## config.mk

```make
export PLATFORM = sky130hd
export DESIGN_NAME = double_ended_queue_indexed
export DESIGN_NICKNAME = d
export VERILOG_FILES = /design/src/design/deq_pkg.sv /design/src/design/deq_ram.sv /design/src/design/double_ended_queue_indexed.sv
export SDC_FILE = /design/constraint.sdc
export NUM_CORES = 2
export LEC_CHECK = 0
export BUFFER_PORTS_ARGS = -buffer_cell sky130_fd_sc_hd__clkbuf_2
export CAP_MARGIN = 20
export CORE_MARGIN = 1.5
export CORE_UTILIZATION = 30
export DETAILED_ROUTE_END_ITERATION = 10
export PLACE_DENSITY = 0.43
export SLEW_MARGIN = 30
export SYNTH_ARGS = -nofsm -noshare
export SYNTH_HDL_FRONTEND = slang
export SYNTH_SLANG_ARGS = --single-unit
```

## constraint.sdc

```tcl
create_clock -name clk_i -period 5.78 [get_ports clk_i]
set_clock_uncertainty 0.1 [all_clocks]
set_input_delay 0.289 -clock clk_i [delete_from_list [all_inputs] [get_ports clk_i]]
set_output_delay 0.289 -clock clk_i [all_outputs]
set_load 0.01 [all_outputs]
```

## src/design/deq_pkg.sv

```systemverilog
// Shared types and constants for the indexed double-ended queue.
package deq_pkg;

  localparam int Depth     = 64;
  localparam int WordBits  = 32;
  localparam int AddrBits  = $clog2(Depth);
  localparam int CountBits = $clog2(Depth + 1);

  localparam logic [1:0] ModePushBack = 2'd0;
  localparam logic [1:0] ModePopFront = 2'd1;
  localparam logic [1:0] ModePopBack  = 2'd2;
  localparam logic [1:0] ModeReadAt   = 2'd3;

  localparam logic [1:0] StatOk    = 2'd0;
  localparam logic [1:0] StatEmpty = 2'd1;
  localparam logic [1:0] StatFull  = 2'd2;
  localparam logic [1:0] StatRange = 2'd3;

  typedef struct packed {
    logic [1:0]                  mode;
    logic signed [WordBits-1:0]  value;
    logic [AddrBits-1:0]         index;
  } req_t;

  typedef struct packed {
    logic signed [WordBits-1:0]  read_value;
    logic signed [WordBits-1:0]  front_value;
    logic signed [WordBits-1:0]  back_value;
    logic [CountBits-1:0]        count;
    logic [1:0]                  status;
  } rsp_t;

endpackage

```

## src/design/deq_ram.sv

```systemverilog
// Generic simple dual-port RAM with registered read data.
module deq_ram #(
  parameter int Width = 32,
  parameter int Depth = 64
) (
  input  logic                     clk_i,
  input  logic                     we_i,
  input  logic [$clog2(Depth)-1:0] waddr_i,
  input  logic [Width-1:0]         wdata_i,
  input  logic [$clog2(Depth)-1:0] raddr_i,
  output logic [Width-1:0]         rdata_o
);

  logic [Width-1:0] mem_q [Depth];
  logic [Width-1:0] rdata_q;

  always_ff @(posedge clk_i) begin
    if (we_i) begin
      mem_q[waddr_i] <= wdata_i;
    end
    rdata_q <= mem_q[raddr_i];
  end

  assign rdata_o = rdata_q;

endmodule

```

## src/design/double_ended_queue_indexed.sv

```systemverilog
// An accepted request is held in the request register through the wait state, and its
// result is then registered into the output register. A request is taken only in the
// idle state with no untaken result held; the wait state covers the registered RAM read.
// Front and back words are cached in registers, so each request reads at most one entry.
// Reset clears front slot, count, cached ends and handshake state; the RAM is not cleared.
module double_ended_queue_indexed (
  input  logic          clk_i,
  input  logic          rst_ni,
  input  logic          in_valid_i,
  output logic          in_ready_o,
  input  deq_pkg::req_t in_data_i,
  output logic          out_valid_o,
  input  logic          out_ready_i,
  output deq_pkg::rsp_t out_data_o
);

  localparam logic StIdle = 1'b0;
  localparam logic StWait = 1'b1;

  logic                              state_q, state_d;
  logic [deq_pkg::AddrBits-1:0]      front_slot_q, front_slot_d;
  logic [deq_pkg::CountBits-1:0]     count_q, count_d;
  logic signed [deq_pkg::WordBits-1:0] front_val_q, front_val_d;
  logic signed [deq_pkg::WordBits-1:0] back_val_q, back_val_d;
  deq_pkg::req_t                     req_q, req_d;
  logic [1:0]                        stat_q, stat_d;
  logic                              out_valid_q, out_valid_d;
  deq_pkg::rsp_t                     out_data_q, out_data_d;

  logic                              in_fire;
  logic                              ram_we;
  logic [deq_pkg::AddrBits-1:0]      ram_waddr, ram_raddr;
  logic [deq_pkg::WordBits-1:0]      ram_rdata;
  logic                              not_empty;

  assign in_ready_o = (state_q == StIdle) && (!out_valid_q || out_ready_i);
  assign in_fire    = in_valid_i && in_ready_o;
  assign not_empty  = (count_q != '0);

  deq_ram #(
    .Width(deq_pkg::WordBits),
    .Depth(deq_pkg::Depth)
  ) u_ram (
    .clk_i  (clk_i),
    .we_i   (ram_we),
    .waddr_i(ram_waddr),
    .wdata_i(in_data_i.value),
    .raddr_i(ram_raddr),
    .rdata_o(ram_rdata)
  );

  // Accept side: check the request, move pointers, issue the one RAM access.
  always_comb begin
    state_d      = state_q;
    front_slot_d = front_slot_q;
    count_d      = count_q;
    req_d        = req_q;
    stat_d       = stat_q;
    ram_we       = 1'b0;
    ram_waddr    = front_slot_q + count_q[deq_pkg::AddrBits-1:0];
    ram_raddr    = front_slot_q;
    if (state_q == StIdle) begin
      if (in_fire) begin
        req_d   = in_data_i;
        stat_d  = deq_pkg::StatOk;
        state_d = StWait;
        unique case (in_data_i.mode)
          deq_pkg::ModePushBack: begin
            if (count_q == deq_pkg::CountBits'(deq_pkg::Depth)) begin
              stat_d = deq_pkg::StatFull;
            end else begin
              ram_we  = 1'b1;
              count_d = count_q + 1'b1;
            end
          end
          deq_pkg::ModePopFront: begin
            if (!not_empty) begin
              stat_d = deq_pkg::StatEmpty;
            end else begin
              front_slot_d = front_slot_q + 1'b1;
              count_d      = count_q - 1'b1;
              ram_raddr    = front_slot_q + 1'b1;
            end
          end
          deq_pkg::ModePopBack: begin
            if (!not_empty) begin
              stat_d = deq_pkg::StatEmpty;
            end else begin
              count_d   = count_q - 1'b1;
              // new back slot; meaningless when the queue drains, result is zeroed then
              ram_raddr = front_slot_q
                        + deq_pkg::AddrBits'(count_q - deq_pkg::CountBits'(2));
            end
          end
          deq_pkg::ModeReadAt: begin
            if (deq_pkg::CountBits'(in_data_i.index) >= count_q) begin
              stat_d = deq_pkg::StatRange;
            end else begin
              ram_raddr = front_slot_q + in_data_i.index;
            end
          end
          default: begin
            stat_d = deq_pkg::StatOk;
          end
        endcase
      end
    end else begin
      state_d = StIdle;
    end
  end

  // Result side: combine RAM data with the cached ends, refresh the cache.
  always_comb begin
    front_val_d = front_val_q;
    back_val_d  = back_val_q;
    out_data_d  = out_data_q;
    out_valid_d = out_valid_q && !out_ready_i;
    if (state_q == StWait) begin
      out_data_d.read_value = '0;
      if (stat_q == deq_pkg::StatOk) begin
        case (req_q.mode)
          deq_pkg::ModePushBack: begin
            back_val_d = req_q.value;
            if (count_q == deq_pkg::CountBits'(1)) begin
              front_val_d = req_q.value;
            end
          end
          deq_pkg::ModePopFront: begin
            out_data_d.read_value = front_val_q;
            front_val_d = not_empty ? ram_rdata : '0;
            back_val_d  = not_empty ? back_val_q : '0;
          end
          deq_pkg::ModePopBack: begin
            out_data_d.read_value = back_val_q;
            back_val_d  = not_empty ? ram_rdata : '0;
            front_val_d = not_empty ? front_val_q : '0;
          end
          default: begin
            out_data_d.read_value = ram_rdata;
          end
        endcase
      end
      out_data_d.front_value = front_val_d;
      out_data_d.back_value  = back_val_d;
      out_data_d.count       = count_q;
      out_data_d.status      = stat_q;
      out_valid_d            = 1'b1;
    end
  end

  always_ff @(posedge clk_i or negedge rst_ni) begin
    if (!rst_ni) begin
      state_q      <= StIdle;
      front_slot_q <= '0;
      count_q      <= '0;
      front_val_q  <= '0;
      back_val_q   <= '0;
      stat_q       <= deq_pkg::StatOk;
      out_valid_q  <= 1'b0;
    end else begin
      state_q      <= state_d;
      front_slot_q <= front_slot_d;
      count_q      <= count_d;
      front_val_q  <= front_val_d;
      back_val_q   <= back_val_d;
      stat_q       <= stat_d;
      out_valid_q  <= out_valid_d;
    end
  end

  always_ff @(posedge clk_i) begin
    req_q      <= req_d;
    out_data_q <= out_data_d;
  end

  assign out_valid_o = out_valid_q;
  assign out_data_o  = out_data_q;

`ifndef SYNTHESIS
  a_count_bound: assert property (@(posedge clk_i) disable iff (!rst_ni)
    count_q <= deq_pkg::CountBits'(deq_pkg::Depth))
    else $error("element count above depth");

  a_wait_out_free: assert property (@(posedge clk_i) disable iff (!rst_ni)
    state_q == StWait |-> !out_valid_q)
    else $error("result register busy while a request completes");

  a_accept_then_result: assert property (@(posedge clk_i) disable iff (!rst_ni)
    in_fire |=> ##1 out_valid_q)
    else $error("accepted request produced no result");

  a_push_count: assert property (@(posedge clk_i) disable iff (!rst_ni)
    in_fire && in_data_i.mode == deq_pkg::ModePushBack
      && count_q != deq_pkg::CountBits'(deq_pkg::Depth)
      |=> count_q == $past(count_q) + 1'b1)
    else $error("push did not advance the count");
`endif

endmodule

```

Word level (Yosys, flattened, before mapping)
Memories as Yosys holds them, arrays and structs flattened. A register that Yosys moved wholly into a read port is not among the register bits.
Cells that the tools add are included.
Storage, ports and cells
  bits in latches: 0
  ROM bits: 0
  memories kept: 1
  RAM bits: 2048
  output and inout bits: 107
  register bits after elaboration: 220
Operators by class
  order comparisons: 1
  divide/modulo/power cells: 0
  muxes and demuxes: 31
  shifts and indexed selects: 0
  add/subtract/negate cells: 7
  equal/unequal tests: 9
  multiply operators: 0
  bitwise gates (word level): 1
  reductions and logical operators: 15
Memories
  u_ram.mem_q: depth 64, bits a word 32, read ports 1, clocked after memory_dff 1, write ports 1, RTL line deq_ram.sv:14  | logic [Width-1:0] mem_q [Depth];
Operator list (number)
  32-bit one-hot mux with 3 select lines: 3
  32-bit two-way mux: 6
  6-bit two-way mux: 5
  6-bit adder: 3
  6-bit one-hot mux with 3 select lines: 1
  7-bit two-way mux: 2
  7-bit one-hot mux with 2 select lines: 1
  1-bit two-way mux: 10
  7-bit by 1-bit adder with 7-bit output (second input constant): 1
  7-bit by 1-bit equality test with 1-bit output (second input constant): 1
  7-bit equality test (second input constant): 1
  6-bit by 7-bit greater-or-equal comparator with 1-bit output: 1
  7-bit nonzero test: 1
  7-bit by 1-bit subtractor with 7-bit output (second input constant): 1
  6-bit by 1-bit adder with 6-bit output (second input constant): 1
  2-bit equality test (second input constant): 3
  2-bit logical NOT: 3
  2-bit one-hot mux with 3 select lines: 1
  6-bit by 2-bit subtractor with 6-bit output (second input constant): 1
  5-bit AND reduction: 1
  2-bit by 1-bit equality test with 1-bit output (second input constant): 2
  2-bit two-way mux: 2
  1-bit logical AND: 3
  3-bit AND reduction: 1
  other kinds (8): 9

Depth between registers and ports, before layout
  depth after elaboration: 8
  depth in mapped cells: 18
  gate-level depth less buffers: 14

By module
Synthesis repeated with hierarchy kept, for this count alone.
Second synthesis, totals
  cells, all modules: 4251
  area total of the unflattened synthesis: 89288.1 um^2
Modules (own cells, without submodules)
  deq_ram: times used 1, cells an instance 3324, area each 78515.3 um^2
  double_ended_queue_indexed: times used 1, cells an instance 927, area each 10772.8 um^2

Worst setup path before layout
Ideal clock, no wire load.
  kind: register to register
  start: register state_q
  end: memory u_ram.mem_q[24][0] (enable)
  period minus slack after synthesis: 5.614 ns
  arrival time: 5.093 ns
  data required time: 5.259 ns
  stages on the path, launching flop included: 9
  library setup time: 0.421 ns
  path buffers: 0
  path slack: 0.166 ns
  cells stage by stage: dfrtp_1 -> inv_1 -> o21a_1 -> nand2_1 -> inv_1 -> nand3_1 -> nor2_1 -> nand3_1 -> nor2_1
Between the ends
  word-level cells in the longest chain between the ends: 7
RTL lines
  start, declared: RTL line double_ended_queue_indexed.sv:20  | logic state_q, state_d;
  start signal, assigned: RTL line double_ended_queue_indexed.sv:153  | state_q <= StIdle;
  start signal, assigned: RTL line double_ended_queue_indexed.sv:161  | state_q <= state_d;
  1-bit NOT (no line)
  1-bit logical AND: RTL line double_ended_queue_indexed.sv:36  | assign in_ready_o = (state_q == StIdle) && (!out_valid_q || out_ready_i);
  via in_ready_o: RTL line double_ended_queue_indexed.sv:10  | output logic in_ready_o,
  1-bit logical AND: RTL line double_ended_queue_indexed.sv:37  | assign in_fire = in_valid_i && in_ready_o;
  1-bit two-way mux: RTL line double_ended_queue_indexed.sv:63  | if (in_fire) begin
  1-bit two-way mux: RTL line double_ended_queue_indexed.sv:62  | if (state_q == StIdle) begin
  1-bit two-way mux: RTL line deq_ram.sv:18  | if (we_i) begin
  1-bit two-way mux (implied by the code): RTL line deq_ram.sv:19  | mem_q[waddr_i] <= wdata_i;
  end, declared: RTL line deq_ram.sv:14
The timed path passes the listed nets, and every way through them passes these cells.

Final worst setup path
  start: register count_q[4] (netlist name)
  end: register u_ram.rdata_q[28] (netlist: u_ram.rdata_o[28]) (read register of u_ram.mem_q)
Between the ends
  word-level cells in the longest chain between the ends: 6
  elaborated cells between the ends (all ways): 10
RTL lines
  start, declared: RTL line double_ended_queue_indexed.sv:22  | logic [deq_pkg::CountBits-1:0] count_q, count_d;
  start signal, assigned: RTL line double_ended_queue_indexed.sv:163  | count_q <= count_d;
  6-bit by 2-bit subtractor with 6-bit output: RTL line double_ended_queue_indexed.sv:92  | + deq_pkg::AddrBits'(count_q - deq_pkg::CountBits'(2));
  6-bit adder: RTL line double_ended_queue_indexed.sv:92
  6-bit two-way mux: RTL line double_ended_queue_indexed.sv:86  | if (!not_empty) begin
  6-bit one-hot mux with 3 select lines (*): RTL line double_ended_queue_indexed.sv:67  | unique case (in_data_i.mode)
  6-bit two-way mux (*): RTL line double_ended_queue_indexed.sv:63
  6-bit two-way mux (*): RTL line double_ended_queue_indexed.sv:62
  end, declared: RTL line deq_ram.sv:15  | logic [Width-1:0] rdata_q;
Every way passes the cells marked *; elsewhere a longest branch is shown, timed or not.
A chain may end at the register's enable or synchronous reset.

==> metrics.md <==
| Metric | Value |
|---|---|
| Drt drc | `0` |
| Critical path type | `flop to flop` |
| Crit share post-route | `about nine tenths` |
| Clock latency on the worst-skew pair | `between 900 and 1000 ps` |
| Die ar. | `~0.31 mm²` |
| Count of nets left with antenna violations after detail routing | `0` |
| Area growth from synthesis to layout | `17.1%` |
| Final setup fails | `0` |
| Routed wire length | `330 mm` |
| Switch share | `36.7%` |
| Final GP Congestion | `~0.83` |
| Initial antenna violation count | `22` |
| Ports | `151` |
| Clk buf depth | `4` |
| Crit path max fanout | `82` |
| Post-synth ARST share | `3.52%` |
| Internal power | `32.8 mW` |
| Vias/cell | `5.43` |
| Pwr Density | `about 480 mW/mm²` |
| Synth top area cells | `edfxtp_1, a211oi_1, and3_1` |
| Relative slew slack | `between 20% and 30%` |
| Remaining Overflow, GRT | `0` |
| CTS tree | `yes` |
| Hold Crit Class | `primary input to flop` |
| GRT Util Overall | `between 20 and 25%` |
| Routed vias | `approximately 57,000` |
| Buffer count from post-CTS setup fixing | `0` |
| NetSw | `19.0 mW` |
| Routed WL per cell | `31.2 µm` |
| Largest net degree at the start of global routing | `170` |
| Net Count, Synth | `6,047` |
| I/O Buffers | `150` |
| Worst Path Required | `between 6000 and 7000 ps` |
| Worst-Margin Slew | `roughly 1100 ps` |
| Comb pwr share | `between 30% and 40%` |
| Place WS | `549 ps` |
| CP startpoint kind | `flop` |
| Syn Std Cell Area | `0.0923 mm²` |
| Synth Instances | `roughly 6,000` |
| Sequential power share | `a little under two fifths` |
| Final WS setup | `493 ps` |
| Outcome | `completed` |
| Hold WS | `between 30 and 40 ps` |
| Worst EP arrival | `approximately 5900 ps` |
| Rows | `203` |
| Crit. End Element | `flop` |
| Synth Register Bits | `between 2,000 and 2,500` |
| Detail Placement HPWL | `188 mm` |
| Syn_area_per_cell | `roughly 15 µm²` |
| DR pass1 iterations | `6` |
| Final Max Slew Viols | `0` |
| Commonest non-fill, non-tap cell in the layout | `edfxtp_1` |
| Final Hold Fails | `0` |
| CTS root buf | `clkbuf_16` |
| Core Area | `0.306 mm²` |
| Seq/Total Area, Yosys | `between 70% and 80%` |
| Post-CTS sizing | `0` |
| Minimum clock period | `around 5300 ps` |
| Clk pwr share | `between 20% and 30%` |
| Die height | `558 µm` |
| Initial Util | `between 30 and 40%` |
| Total design power | `51.9 mW` |
| Synth Flop Type | `edfxtp_1` |
| Most frequent cells in the layout | `edfxtp_1, a211oi_1, nand2_1` |
| Synth top area share | `roughly 71%` |
| Vias in the first global route | `~56,000` |
| Placed cells | `between 10,000 and 15,000` |
| Fillers | `around 29,000` |
| Post-route cell area | `~0.11 mm²` |
| Htree depth | `4` |
| Die Wd | `between 500 and 600 µm` |
| Post-route core utilization | `35.3%` |
| Maximum VDD drop | `about 0.39 mV` |
| Clock transition at the registers of the reported paths | `around 60 ps` |
| Max-cap violation count | `0` |
| Leak pwr | `35.7 nW` |
| First-pass GRT wire length | `between 400 and 500 mm` |
| Yosys cell types | `83` |
| Post-synth EDFFs | `2,187` |
| Achievable Freq | `around 0.19 GHz` |
| Post-placement cell area | `0.100 mm²` |
| Sink Count | `about 2,300` |
| Final setup TNS | `0 ps` |
| Total CTS buffers | `~250` |
| Drt first-iter violations | `roughly 6,200` |
| Cell taking the most area after synthesis | `edfxtp_1` |
| Yosys warns | `0` |
| Post-layout nets | `between 6,000 and 7,000` |
| Ratio of cells with drive above 1 in the final layout | `between 10% and 20%` |
| Post-Layout Cell Count | `between 10,000 and 15,000` |
| RSZ-0062 raised after global routing | `false` |
[path summary, 6_finish.rpt]
check                                  startpoint                            end  slack (ps)  cells after the start
min reg2reg                 stat_q[1]$_DFFE_PN0P_        out_data_o[1]$_DFFE_PP_         370                      0
min in group asynchronous                  rst_ni    front_slot_q[2]$_DFFE_PN0P_         470                      4
min                                 in_data_i[18]  u_ram.mem_q[48][12]$_DFFE_PP_          40                      2
max reg2reg                count_q[4]$_DFFE_PN0P_      u_ram.rdata_o[28]$_DFF_P_         490                     13
max                        count_q[4]$_DFFE_PN0P_      u_ram.rdata_o[28]$_DFF_P_         490                     13
max in group asynchronous                  rst_ni    front_val_q[25]$_DFFE_PN0P_        4520                      4
[cell families (layout without fill, tap and decap cells)]
kind of cell,count (synthesis),in the layout,share of synthesized area (%)
other,0,10,0
flip-flops,2300,2300,74.0
adder cells (fa/ha/maj),37,37,0.526
multiplexers,334,334,4.66
XOR/XNOR,26,26,0.247
buffers and inverters,520,1018,2.37
AND/OR/NAND/NOR,1158,1158,6.19
AO/OA/AOI/OAI,1591,1591,12.0
[what timing repair did]
| action | 4_1_cts | 5_1_grt |
|---|---|---|
| endpoints found under the setup margin | 0 | 0 |
| hold buffers | 29 | 4 |
| hold endpoints to repair | 576 | 99 |
[power by group through the flow]
stage          registers (mW)  clock network, mW  logic, mW
2_1_floorplan            19.8                  0       9.16
3_5_place_dp             20.1                  0       16.8
4_1_cts                  19.8               15.5       16.9
6_report                 19.8               15.2       16.9
3_3_place_gp             20.1                  0       16.6
5_1_grt                  19.8               16.1       17.9
[Yosys cell counts, types with 7 or more instances]
library cell	count
buf_2	71
nand4_1	56
buf_6	9
mux2i_1	122
dfrtp_1	81
a211o_1	72
o22a_1	26
a221oi_1	30
nand3_1	162
a21oi_1	321
xnor2_1	20
o22ai_1	7
mux4_2	62
o21ai_0	207
a32oi_1	35
inv_1	48
o41ai_1	57
buf_1	44
a22oi_1	94
nand2_1	417
a31oi_1	8
clkbuf_1	327
buf_4	19
and2_1	7
ha_1	34
a311oi_1	45
dfxtp_1	32
o211ai_1	10
edfxtp_1	2187
a21o_1	10
o21ai_1	12
a31o_2	25
nor2_1	133
and3_1	335
mux2_2	150
a211oi_1	571
[state kept, by name (all words and copies together) (netlist names)]
name           count
back_val_q        32
count_q            7
front_slot_q       6
front_val_q       32
out_data_o       105
out_valid_o        1
req_q             34
stat_q             2
state_q            1
u_ram.mem_q     2048
u_ram.rdata_o     32
[metal layers]
metal	vias up	track usage [%]	share of wire, %
met5	-	0	0.017
met4	8	5.13	2.3
met3	381	2.57	5.5
met2	1955	32.9	46
met1	30553	30.0	46
li1	24527	-	-
[area by class of cell]
type | count | area (µm²) | share of cell area [%]
antenna | 10 | 25.0 | 0.0232
timing repair buffer | 519 | 4140 | 3.83
multi-input combinational | 3146 | 22700 | 21.0
clock inverter | 125 | 1000 | 0.928
inverter | 48 | 180 | 0.167
tap | 4100 | 5130 | 4.75
sequential | 2300 | 68300 | 63.2
clock buffer | 326 | 6570 | 6.07
[critical path, cell delays in order (launching register included)]
cell and delay (ps):
dfrtp_1 520, inv_1 180, ha_1 360, a211o_1 320, and2_1 180, a211oi_1 790
o21ai_4 190, buf_12 230, buf_4 440, and3_1 220, a211oi_1 290, a211oi_1 120
o41ai_2 840, nand4_1 150
(Power assumes the default switching activity.)
